**config.mk**
```make
export PLATFORM = sky130hd
export DESIGN_NAME = speed_sensor_average_and_scale_core
export DESIGN_NICKNAME = d
export VERILOG_FILES = /design/src/hw/rtl/ssas_pkg.sv /design/src/hw/rtl/ssas_front.sv /design/src/hw/rtl/ssas_queue.sv /design/src/hw/rtl/ssas_back.sv /design/src/hw/rtl/speed_sensor_average_and_scale_core.sv
export VERILOG_INCLUDE_DIRS = /design/src /design/src/hw/rtl
export SDC_FILE = /design/constraint.sdc
export NUM_CORES = 1
export LEC_CHECK = 0
export BUFFER_PORTS_ARGS = -buffer_cell sky130_fd_sc_hd__buf_2
export CORE_ASPECT_RATIO = 1.1
export CORE_MARGIN = 5
export CORE_UTILIZATION = 40
export DETAILED_ROUTE_END_ITERATION = 6
export GPL_TIMING_DRIVEN = 0
export PLACE_DENSITY = 0.52
export SLEW_MARGIN = 40
export SYNTH_ARGS = -nofsm -noshare
export SYNTH_HDL_FRONTEND = slang
export SYNTH_SLANG_ARGS = --single-unit
```
**constraint.sdc**
```tcl
create_clock -name clock -period 8.2 [get_ports clock]
set_input_delay 0.41 -clock clock [delete_from_list [all_inputs] [get_ports clock]]
set_output_delay 0.41 -clock clock [all_outputs]
set_load 0.01 [all_outputs]
```
**src/hw/rtl/speed_sensor_average_and_scale_core_assert.svh**
```systemverilog
// Assertion macros for the speed sensor core.
// Each macro checks a property at every rising clock edge outside of reset.
`ifndef SPEED_SENSOR_AVERAGE_AND_SCALE_CORE_ASSERT_SVH
`define SPEED_SENSOR_AVERAGE_AND_SCALE_CORE_ASSERT_SVH

`ifndef NO_ASSERTIONS

// Same-cycle implication.
`define SSAS_ASSERT_IMPLY(label, ante, cons, msg) \
   label: assert property (@(posedge clock) disable iff (reset) (ante) |-> (cons)) \
      else $error(msg);

// Next-cycle implication.
`define SSAS_ASSERT_NEXT(label, ante, cons, msg) \
   label: assert property (@(posedge clock) disable iff (reset) (ante) |=> (cons)) \
      else $error(msg);

`else

`define SSAS_ASSERT_IMPLY(label, ante, cons, msg)
`define SSAS_ASSERT_NEXT(label, ante, cons, msg)

`endif

`endif

```
**src/hw/rtl/ssas_pkg.sv**
```systemverilog
`default_nettype none

package ssas_pkg;

   // Field widths.
   localparam int ADC_W    = 16;
   localparam int SAMPLE_W = 10;
   localparam int RAW_W    = 7;
   localparam int CAL_W    = 8;
   localparam int SCALE_W  = 16;

   // Averaging window; the depth is a power of two so the mean is a shift.
   localparam int AVG_LOG2 = 4;
   localparam int AVG_DEPTH = 1 << AVG_LOG2;
   localparam int SUM_W = SAMPLE_W + AVG_LOG2;

   // Front datapath widths.
   localparam int GAIN_W  = 11;
   localparam int PROD1_W = SAMPLE_W + GAIN_W;
   localparam int V_W     = PROD1_W - 10;
   localparam int K_W     = 15;
   localparam int PROD2_W = V_W + K_W;
   localparam int X_W     = PROD2_W - 10;
   localparam int XC_W    = 14;
   localparam int RECIP_W = 13;
   localparam int PROD3_W = XC_W + RECIP_W;
   localparam int RECIP_SHIFT = 19;

   // Sensor gain of 1033/1024.
   localparam logic [GAIN_W-1:0] SENSOR_GAIN = GAIN_W'(1033);

   // Segment factors; the low 48 V segment divides by 1024 only.
   localparam logic [K_W-1:0] K48_LOW  = K_W'(182);
   localparam logic [K_W-1:0] K48_MID  = K_W'(18078);
   localparam logic [K_W-1:0] K48_HIGH = K_W'(18364);
   localparam logic [K_W-1:0] K60_LOW  = K_W'(15098);
   localparam logic [K_W-1:0] K60_MID  = K_W'(15151);
   localparam logic [K_W-1:0] K60_HIGH = K_W'(15110);

   // Segment breaks.
   localparam logic [V_W-1:0] BREAK48_LO = V_W'(210);
   localparam logic [V_W-1:0] BREAK48_HI = V_W'(240);
   localparam logic [V_W-1:0] BREAK60_LO = V_W'(260);
   localparam logic [V_W-1:0] BREAK60_HI = V_W'(300);

   // Divide by 100 through a reciprocal; exact for values up to the clamp point.
   localparam logic [RECIP_W-1:0] RECIP_100 = RECIP_W'(5243);
   localparam logic [X_W-1:0]     X_CLAMP   = X_W'(9900);
   localparam logic [RAW_W-1:0]   RAW_MAX   = RAW_W'(99);

   // Back datapath.
   localparam int NUM_W     = 17;
   localparam int MUL1000_W = 10;
   localparam logic [MUL1000_W-1:0] CAL_GAIN = MUL1000_W'(1000);
   localparam int DIV_STEPS = NUM_W;
   localparam int DCNT_W    = $clog2(DIV_STEPS);
   localparam logic [CAL_W-1:0] CAL_MAX = '1;

   // Queue between front and back.
   localparam int QUEUE_DEPTH = 2;
   localparam int QPTR_W = $clog2(QUEUE_DEPTH);
   localparam int QCNT_W = $clog2(QUEUE_DEPTH + 1);

   // Configuration register indexes.
   localparam int CSR_IDX_W = 1;
   localparam logic [CSR_IDX_W-1:0] CSR_VOLTAGE_MODE = 1'b0;
   localparam logic [CSR_IDX_W-1:0] CSR_SPEED_SCALE  = 1'b1;
   localparam logic [SCALE_W-1:0]   SCALE_RESET = SCALE_W'(1000);

   typedef enum logic [2:0] {
      F_IDLE,
      F_ACCUM,
      F_MEAN,
      F_SEG,
      F_RECIP,
      F_PUSH
   } front_state_type;

   typedef enum logic [1:0] {
      B_IDLE,
      B_MUL,
      B_DIV,
      B_DONE
   } back_state_type;

   typedef struct packed {
      logic             push;
      logic [RAW_W-1:0] raw;
   } queue_write_type;

   typedef struct packed {
      logic             valid;
      logic [RAW_W-1:0] raw;
   } queue_read_type;

endpackage

`default_nettype wire

```
**src/hw/rtl/ssas_front.sv**
```systemverilog
`default_nettype none

module ssas_front (
   input  wire logic                          clock,
   input  wire logic                          reset,
   input  wire logic                          push,
   output logic                               full,
   input  wire logic [ssas_pkg::ADC_W-1:0]    adc_word,
   input  wire logic                          voltage_mode,
   input  wire logic                          q_full,
   output ssas_pkg::queue_write_type          q_wr
);
   import ssas_pkg::*;

   front_state_type state_ff, state_in;

   logic [SAMPLE_W-1:0] ring_ff [AVG_DEPTH];
   logic [AVG_LOG2-1:0] idx_ff;
   logic [SUM_W-1:0]    sum_ff;

   logic [SAMPLE_W-1:0] sample_ff;
   logic [PROD1_W-1:0]  prod1_ff;
   logic [PROD2_W-1:0]  prod2_ff;
   logic [PROD3_W-1:0]  prod3_ff;
   logic                low_seg_ff;
   logic [RAW_W-1:0]    low_raw_ff;

   logic                accept;
   logic [SAMPLE_W-1:0] mean;
   logic [V_W-1:0]      v;
   logic [K_W-1:0]      k_sel;
   logic                low_sel;
   logic [X_W-1:0]      x;
   logic [XC_W-1:0]     xc;
   logic [RAW_W-1:0]    raw_out;

   assign accept = push && !full;
   assign mean   = sum_ff[SUM_W-1:AVG_LOG2];
   assign v      = prod1_ff[PROD1_W-1:10];
   assign x      = prod2_ff[PROD2_W-1:10];
   assign xc     = (x >= X_CLAMP) ? XC_W'(X_CLAMP) : x[XC_W-1:0];
   assign raw_out = low_seg_ff ? low_raw_ff : prod3_ff[RECIP_SHIFT+RAW_W-1:RECIP_SHIFT];

   // Segment factor selection.
   always_comb begin
      low_sel = 1'b0;
      if (!voltage_mode) begin
         if (v < BREAK48_LO) begin
            k_sel   = K48_LOW;
            low_sel = 1'b1;
         end else if (v < BREAK48_HI) begin
            k_sel = K48_MID;
         end else begin
            k_sel = K48_HIGH;
         end
      end else begin
         if (v < BREAK60_LO) begin
            k_sel = K60_LOW;
         end else if (v < BREAK60_HI) begin
            k_sel = K60_MID;
         end else begin
            k_sel = K60_HIGH;
         end
      end
   end

   // Sequencer state register.
   always_ff @(posedge clock) begin
      if (reset) begin
         state_ff <= F_IDLE;
      end else begin
         state_ff <= state_in;
      end
   end

   // Next state and queue write.
   always_comb begin
      state_in  = state_ff;
      full      = (state_ff != F_IDLE);
      q_wr.push = 1'b0;
      q_wr.raw  = raw_out;
      unique case (state_ff)
         F_IDLE: begin
            if (push) begin
               state_in = F_ACCUM;
            end
         end
         F_ACCUM: state_in = F_MEAN;
         F_MEAN:  state_in = F_SEG;
         F_SEG:   state_in = F_RECIP;
         F_RECIP: state_in = F_PUSH;
         F_PUSH: begin
            if (!q_full) begin
               q_wr.push = 1'b1;
               state_in  = F_IDLE;
            end
         end
         default: state_in = F_IDLE;
      endcase
   end

   // Sample ring and running sum; the oldest sample leaves as the new one enters.
   always_ff @(posedge clock) begin
      if (reset) begin
         for (int i = 0; i < AVG_DEPTH; i++) begin
            ring_ff[i] <= '0;
         end
         idx_ff <= '0;
         sum_ff <= '0;
      end else if (state_ff == F_ACCUM) begin
         sum_ff <= sum_ff - SUM_W'(ring_ff[idx_ff]) + SUM_W'(sample_ff);
         ring_ff[idx_ff] <= sample_ff;
         idx_ff <= idx_ff + 1'b1;
      end
   end

   // Scaling datapath, one multiplication per step.
   always_ff @(posedge clock) begin
      if (accept) begin
         sample_ff <= adc_word[ADC_W-1:ADC_W-SAMPLE_W];
      end
      if (state_ff == F_MEAN) begin
         prod1_ff <= PROD1_W'(mean) * PROD1_W'(SENSOR_GAIN);
      end
      if (state_ff == F_SEG) begin
         prod2_ff   <= PROD2_W'(v) * PROD2_W'(k_sel);
         low_seg_ff <= low_sel;
      end
      if (state_ff == F_RECIP) begin
         prod3_ff   <= PROD3_W'(xc) * PROD3_W'(RECIP_100);
         low_raw_ff <= (x > X_W'(RAW_MAX)) ? RAW_MAX : x[RAW_W-1:0];
      end
   end

endmodule

`default_nettype wire

```
**src/hw/rtl/ssas_queue.sv**
```systemverilog
`default_nettype none

module ssas_queue (
   input  wire logic                      clock,
   input  wire logic                      reset,
   input  wire ssas_pkg::queue_write_type q_wr,
   output logic                           q_full,
   output ssas_pkg::queue_read_type       q_rd,
   input  wire logic                      q_pop
);
   import ssas_pkg::*;

   logic [RAW_W-1:0]  entry_ff [QUEUE_DEPTH];
   logic [QPTR_W-1:0] wr_ptr_ff, wr_ptr_in;
   logic [QPTR_W-1:0] rd_ptr_ff, rd_ptr_in;
   logic [QCNT_W-1:0] count_ff, count_in;
   logic              do_push;
   logic              do_pop;

   assign q_full   = (count_ff == QCNT_W'(QUEUE_DEPTH));
   assign q_rd.valid = (count_ff != '0);
   assign q_rd.raw   = entry_ff[rd_ptr_ff];
   assign do_push  = q_wr.push && !q_full;
   assign do_pop   = q_pop && q_rd.valid;

   // Pointer and fill count update.
   always_comb begin
      wr_ptr_in = do_push ? QPTR_W'(wr_ptr_ff + 1'b1) : wr_ptr_ff;
      rd_ptr_in = do_pop ? QPTR_W'(rd_ptr_ff + 1'b1) : rd_ptr_ff;
      count_in  = count_ff;
      if (do_push && !do_pop) begin
         count_in = count_ff + 1'b1;
      end else if (do_pop && !do_push) begin
         count_in = count_ff - 1'b1;
      end
   end

   always_ff @(posedge clock) begin
      if (reset) begin
         wr_ptr_ff <= '0;
         rd_ptr_ff <= '0;
         count_ff  <= '0;
      end else begin
         wr_ptr_ff <= wr_ptr_in;
         rd_ptr_ff <= rd_ptr_in;
         count_ff  <= count_in;
      end
   end

   // Entry storage.
   always_ff @(posedge clock) begin
      if (do_push) begin
         entry_ff[wr_ptr_ff] <= q_wr.raw;
      end
   end

endmodule

`default_nettype wire

```
**src/hw/rtl/ssas_back.sv**
```systemverilog
`default_nettype none

module ssas_back (
   input  wire logic                          clock,
   input  wire logic                          reset,
   input  wire ssas_pkg::queue_read_type      q_rd,
   output logic                               q_pop,
   input  wire logic [ssas_pkg::SCALE_W-1:0]  speed_scale,
   output logic                               empty,
   input  wire logic                          pop,
   output logic [ssas_pkg::RAW_W-1:0]         raw_speed,
   output logic [ssas_pkg::CAL_W-1:0]         calibrated_speed
);
   import ssas_pkg::*;

   back_state_type state_ff, state_in;

   logic [RAW_W-1:0]   raw_ff;
   logic [NUM_W-1:0]   num_ff;
   logic [SCALE_W-1:0] rem_ff;
   logic [DCNT_W-1:0]  cnt_ff;
   logic               out_valid_ff, out_valid_in;
   logic [RAW_W-1:0]   out_raw_ff;
   logic [CAL_W-1:0]   out_cal_ff;

   logic               out_load;
   logic [SCALE_W:0]   trial;
   logic               ge;
   logic [SCALE_W-1:0] rem_next;
   logic [CAL_W-1:0]   cal_sat;

   // One restoring division step: shift in the next numerator bit and try to subtract.
   assign trial    = {rem_ff, num_ff[NUM_W-1]};
   assign ge       = (trial >= {1'b0, speed_scale});
   assign rem_next = ge ? SCALE_W'(trial - {1'b0, speed_scale}) : trial[SCALE_W-1:0];
   assign cal_sat  = (|num_ff[NUM_W-1:CAL_W]) ? CAL_MAX : num_ff[CAL_W-1:0];

   assign empty            = !out_valid_ff;
   assign raw_speed        = out_raw_ff;
   assign calibrated_speed = out_cal_ff;

   // Sequencer state register.
   always_ff @(posedge clock) begin
      if (reset) begin
         state_ff     <= B_IDLE;
         out_valid_ff <= 1'b0;
      end else begin
         state_ff     <= state_in;
         out_valid_ff <= out_valid_in;
      end
   end

   // Next state, queue pop and output register load.
   always_comb begin
      state_in = state_ff;
      q_pop    = 1'b0;
      out_load = 1'b0;
      unique case (state_ff)
         B_IDLE: begin
            if (q_rd.valid) begin
               q_pop    = 1'b1;
               state_in = B_MUL;
            end
         end
         B_MUL: state_in = B_DIV;
         B_DIV: begin
            if (cnt_ff == DCNT_W'(DIV_STEPS - 1)) begin
               state_in = B_DONE;
            end
         end
         B_DONE: begin
            if (!out_valid_ff || pop) begin
               out_load = 1'b1;
               state_in = B_IDLE;
            end
         end
         default: state_in = B_IDLE;
      endcase
      out_valid_in = out_load ? 1'b1 : (pop ? 1'b0 : out_valid_ff);
   end

   // Multiply by 1000, then divide by the scale one quotient bit per cycle.
   always_ff @(posedge clock) begin
      if (q_pop) begin
         raw_ff <= q_rd.raw;
      end
      if (state_ff == B_MUL) begin
         num_ff <= NUM_W'(raw_ff) * NUM_W'(CAL_GAIN);
         rem_ff <= '0;
         cnt_ff <= '0;
      end
      if (state_ff == B_DIV) begin
         num_ff <= {num_ff[NUM_W-2:0], ge};
         rem_ff <= rem_next;
         cnt_ff <= cnt_ff + 1'b1;
      end
      if (out_load) begin
         out_raw_ff <= raw_ff;
         out_cal_ff <= cal_sat;
      end
   end

endmodule

`default_nettype wire

```
**src/hw/rtl/speed_sensor_average_and_scale_core.sv**
```systemverilog
// Channel    Direction  Handshake                      Payload
// input      in         push / full                    req_adc_word
// result     out        empty / pop                    rsp_raw_speed, rsp_calibrated_speed
// csr        in         csr_write_enable, csr_index    csr_write_data
//
// Each transaction passes from acceptance to result through the front sequencer
// (ring update, three multiplies, queue write) and then the back end (pop, multiply,
// 17 one-bit division steps, result load); each side finishes one before taking the next.
// Synchronous reset clears the sample ring, running sum and queue, and presets both CSRs.
// A two-entry queue between front and back lets either side stall independently; a
// waiting result holds the back end, and once the queue fills, the input stalls too.
`default_nettype none
`include "speed_sensor_average_and_scale_core_assert.svh"

module speed_sensor_average_and_scale_core (
   input  wire logic                            clock,
   input  wire logic                            reset,
   input  wire logic                            push,
   output logic                                 full,
   input  wire logic [ssas_pkg::ADC_W-1:0]      req_adc_word,
   output logic                                 empty,
   input  wire logic                            pop,
   output logic [ssas_pkg::RAW_W-1:0]           rsp_raw_speed,
   output logic [ssas_pkg::CAL_W-1:0]           rsp_calibrated_speed,
   input  wire logic                            csr_write_enable,
   input  wire logic [ssas_pkg::CSR_IDX_W-1:0]  csr_index,
   input  wire logic [ssas_pkg::SCALE_W-1:0]    csr_write_data
);
   import ssas_pkg::*;

   logic               voltage_mode_ff;
   logic [SCALE_W-1:0] speed_scale_ff;

   queue_write_type q_wr;
   queue_read_type  q_rd;
   logic            q_full;
   logic            q_pop;

   // Configuration registers.
   always_ff @(posedge clock) begin
      if (reset) begin
         voltage_mode_ff <= 1'b1;
         speed_scale_ff  <= SCALE_RESET;
      end else if (csr_write_enable) begin
         unique case (csr_index)
            CSR_VOLTAGE_MODE: voltage_mode_ff <= csr_write_data[0];
            CSR_SPEED_SCALE:  speed_scale_ff  <= csr_write_data;
            default: ;
         endcase
      end
   end

   // Front end: averaging and raw speed.
   ssas_front u_front (
      .clock        (clock),
      .reset        (reset),
      .push         (push),
      .full         (full),
      .adc_word     (req_adc_word),
      .voltage_mode (voltage_mode_ff),
      .q_full       (q_full),
      .q_wr         (q_wr)
   );

   // Queue between front and back.
   ssas_queue u_queue (
      .clock  (clock),
      .reset  (reset),
      .q_wr   (q_wr),
      .q_full (q_full),
      .q_rd   (q_rd),
      .q_pop  (q_pop)
   );

   // Back end: calibration divide and result register.
   ssas_back u_back (
      .clock            (clock),
      .reset            (reset),
      .q_rd             (q_rd),
      .q_pop            (q_pop),
      .speed_scale      (speed_scale_ff),
      .empty            (empty),
      .pop              (pop),
      .raw_speed        (rsp_raw_speed),
      .calibrated_speed (rsp_calibrated_speed)
   );

   // Checks on the internal handoffs.
   `SSAS_ASSERT_IMPLY(a_raw_range, !empty, rsp_raw_speed <= RAW_MAX, "raw speed above clamp")
   `SSAS_ASSERT_IMPLY(a_no_overflow, q_wr.push, !q_full, "push into full queue")
   `SSAS_ASSERT_IMPLY(a_no_underflow, q_pop, q_rd.valid, "pop from empty queue")
   `SSAS_ASSERT_NEXT(a_busy_after_accept, push && !full, full, "front not busy after accept")

endmodule

`default_nettype wire
```
==> flow_metrics.env <==
export IMPL_result_of_the_run="completed"
export IMPL_start_kind="flop"
export IMPL_total_count_of_max_transition_violations_in_the_final_report=0
export IMPL_diodes=0
export IMPL_area_delta_synth_final_pct=11.1
export IMPL_drt_iter0_markers=841
export IMPL_post_route_util_pct=44.6
export IMPL_post_cts_resized=0
export IMPL_pre_antenna_drt_iters=5
export IMPL_finalSetupTns_ns=0
export IMPL_critical_path_startpoint="u_front.prod1_ff[12]"
export IMPL_synth_cell_area_um2=25400
export IMPL_worstRegToRegCells=22
export IMPL_hold_viol_final=0
export IMPL_final_antenna_net_count=0
export IMPL_place_area_um2=26800
export IMPL_dieArea_um2=68700
export IMPL_synthesis_instances=2271
export IMPL_fin_worst_skew_ns=0.0350
export IMPL_synth_async_reset_ratio_pct=0
export IMPL_hpwlAfterDp_um=46300
export IMPL_worst_r2r_startpoint="u_front.prod1_ff[12]"
export IMPL_r2r_end="u_front.prod2_ff[25]"
export IMPL_die_w_um=250
export IMPL_critical_path_peak_fanout=9
export IMPL_crit_end="u_front.prod2_ff[25]"
export IMPL_synth_seq_cells=335
export IMPL_grt_total_usage_pct=17.0
export IMPL_cp_data_required_time_ns=8.48
export IMPL_critical_path_endpoint_type="flop"
export IMPL_clk_path_buf_depth=3
export IMPL_powerDensity_nw_per_um2=378
export IMPL_setup_repair_after_global_routing_missed_its_margin="no"
export IMPL_final_nets=2883
export IMPL_maximum_number_of_pins_on_one_net_before_global_route_repair=40
export IMPL_post_cts_setup_driven_buffer_insertion_count=0
export IMPL_maxCapViolations=0
export IMPL_start_util_pct=40.1
export IMPL_grt_pass1_vias=17600
export IMPL_die_h_um=274
export IMPL_final_area_um2=28200
export IMPL_max_slew_margin_rel_pct=47.5
export IMPL_route_detailed_drc=0
export IMPL_routed_via_count=16400
export IMPL_final_period_utilization_pct=90.1
export IMPL_core_um2=63400
export IMPL_synth_warnings=0
export IMPL_count_of_flip_flops_with_a_built_in_enable_after_synthesis=286
export IMPL_cts_htree_levels=2
export IMPL_min_path_type="in -> reg"
export IMPL_synth_yosys_seq_area_share_pct=37.6
export IMPL_ys_types=76
export IMPL_number_of_antenna_violations_at_the_first_check_in_global_routing=0
export IMPL_detail_route_wl_per_cell_um=17.8
export IMPL_ctsRootBufferMaster="sky130_fd_sc_hd__clkbuf_16"
export IMPL_clkLatencyLatePin_ns=0.58
export IMPL_rrSetupSlack_ns=0.81
export IMPL_floorplan_io_pins=55
export IMPL_clock_fmax_ghz=0.135
export IMPL_globalRoute_totalOverflow=0
export IMPL_routed_wire_length_um=57700
export IMPL_cts_reportedPaths_clkPinSlew_ns=0.06
export IMPL_critical_path_arrival_ns=7.67
export IMPL_cts_tree="done"
export IMPL_cts_buffers_inserted=40
export IMPL_layout_min_cycle_time_ns=7.39
export IMPL_avgViaCountPerCell=5.04
export IMPL_mean_instance_size_in_the_synthesized_netlist_um2=11.2
export IMPL_vdd_ir_drop_worst_uv=296
export IMPL_place_port_buffers=48
export IMPL_setup_viol=0
export IMPL_synthFlopType="sky130_fd_sc_hd__edfxtp_1"
export IMPL_final_fill_count=6029
export IMPL_timing_setup_critical_path_class="reg -> reg"
export IMPL_place_congestion=0.823
export IMPL_drive_gt1_share_pct=10.1
export IMPL_rows=97
export IMPL_leakage_uw=0.0121
export IMPL_tightestPinTransition_ns=0.783
export IMPL_cts_sinks=335
export IMPL_grt_first_pass_wirelength_um=94700
worst min-delay path by stage:
stage | startpoint | end | slack (ns) | cells after the start
6_report | req_adc_word[8] | u_front.sample_ff[2] | 0.04 | 1
5_1_grt | req_adc_word[15] | u_front.sample_ff[9] | 0.008 | 1
4_1_cts | req_adc_word[8] | u_front.sample_ff[2] | 0.0005 | 1
3_5_place_dp | u_front.sum_ff[2] | u_front.sum_ff[2] | 0.45 | 2
3_3_place_gp | u_front.sum_ff[0] | u_front.sum_ff[0] | 0.44 | 2
2_1_floorplan | u_front.sum_ff[2] | u_front.sum_ff[2] | 0.43 | 2
cells in the final DEF (no fill, tap or decap), drive strengths merged, types with 17 or more instances in the layout:
cell	n
nor3	129
a21oi	75
nand2	155
o21ai	39
nor2b	18
ha	268
or2	27
mux4	50
buf	64
edfxtp	286
dfxtp	49
nor2	98
xnor2	44
or3	17
fa	207
xor2	26
nor4	42
nand3	27
clkinv	25
clkbuf	139
and2	62
mux2	19
a21o	23
inv	372
kinds of logic after synthesis:
family	share of synthesized area, %
AOI/OAI and AO/OA	5.24
muxes	5.35
buffers and inverters	7.18
xor gates and xnor gates	2.41
DFF	37.6
adders and majority gates	29.5
other	0.0295
and+or+nand+nor	12.7
registers in the layout, indices dropped and copies added (netlist names), 8 cells and up, named ones only:
name	count
u_back.rem_ff	16
u_front.prod1_ff	11
speed_scale_ff	16
u_back.num_ff	17
u_queue.entry_ff	14
u_front.sample_ff	10
u_front.ring_ff	160
u_front.prod2_ff	16
u_back.calibrated_speed	8
u_front.sum_ff	14
synthesized netlist by cell type, types with 35 or more instances:
cell,count,area [um2]
sky130_fd_sc_hd__inv_1,369,1390
sky130_fd_sc_hd__edfxtp_1,286,8590
sky130_fd_sc_hd__ha_1,268,3350
sky130_fd_sc_hd__fa_1,207,4140
sky130_fd_sc_hd__nand2_1,155,582
sky130_fd_sc_hd__nor3_1,128,641
sky130_fd_sc_hd__nor2_1,98,368
sky130_fd_sc_hd__clkbuf_1,87,327
sky130_fd_sc_hd__a21oi_1,72,360
sky130_fd_sc_hd__and2_1,62,388
sky130_fd_sc_hd__mux4_2,50,1130
sky130_fd_sc_hd__dfxtp_1,49,981
sky130_fd_sc_hd__xnor2_1,44,385
sky130_fd_sc_hd__nor4_1,39,244
sky130_fd_sc_hd__o21ai_0,35,175
report_power, final:
group	switching, uW	leakage (uW)	internal, uW
Clock	758	0.000694	1140
Combinational	3470	0.00816	2730
Sequential	170	0.00320	2390
Total	4400	0.0121	6260
layer usage:
layer | global-route usage (%) | wire length [um]
met4 | 3.78 | 1030
met1 | 21.6 | 24900
met2 | 31.5 | 29900
met5 | 0 | 0
met3 | 1.88 | 1870
metrics by stage:
stage | setup slack (ns) | cells | total power [uW] | hold slack [ns]
finish | 0.808 | 3243 | 10700 | 0.0350
global route | 0.413 | 3243 | 11800 | 0.00768
CTS | 0.566 | 3243 | 10900 | 0.000511
detailed placement | 0.597 | 3167 | 8890 | 0.454
global placement | 0.619 | 3164 | 8760 | 0.443
floorplan | 1.67 | 2275 | 7440 | 0.432
repair_timing:
action | in CTS | in global routing
hold buffers | 2 | 0
endpoints found under the setup margin | 0 | 0
endpoints found under the hold margin | 2 | 0
cell type report:
type / count / area [um2] / share of cell area, %
multi-input cells: 1459 / 14100 / 49.9
flip-flops and latches: 335 / 9570 / 33.9
inverters: 378 / 1420 / 5.02
clock buffers: 49 / 1080 / 3.82
well taps: 841 / 1050 / 3.73
plain buffers: 103 / 412 / 1.46
clock inverters: 25 / 347 / 1.23
repair buffers: 53 / 278 / 0.984
worst max-delay path: stages, from the launching register on:
cell	delay [ns]
sky130_fd_sc_hd__edfxtp_1	0.52
sky130_fd_sc_hd__or3_1	0.40
sky130_fd_sc_hd__a21oi_1	0.17
sky130_fd_sc_hd__o21ai_1	0.16
sky130_fd_sc_hd__nor2b_1	0.18
sky130_fd_sc_hd__clkbuf_1	0.23
sky130_fd_sc_hd__a31oi_2	0.51
sky130_fd_sc_hd__nand2_1	0.15
sky130_fd_sc_hd__fa_1	0.58
sky130_fd_sc_hd__fa_1	0.43
sky130_fd_sc_hd__fa_1	0.49
sky130_fd_sc_hd__inv_1	0.06
sky130_fd_sc_hd__fa_1	0.50
sky130_fd_sc_hd__fa_1	0.49
sky130_fd_sc_hd__ha_1	0.31
sky130_fd_sc_hd__nand4_1	0.19
sky130_fd_sc_hd__or3_4	0.39
sky130_fd_sc_hd__nor4_4	0.36
sky130_fd_sc_hd__o31a_4	0.23
sky130_fd_sc_hd__a41o_4	0.28
sky130_fd_sc_hd__nand2_1	0.08
sky130_fd_sc_hd__a311oi_2	0.24
sky130_fd_sc_hd__xnor2_1	0.14
(Power assumes the default switching activity.)
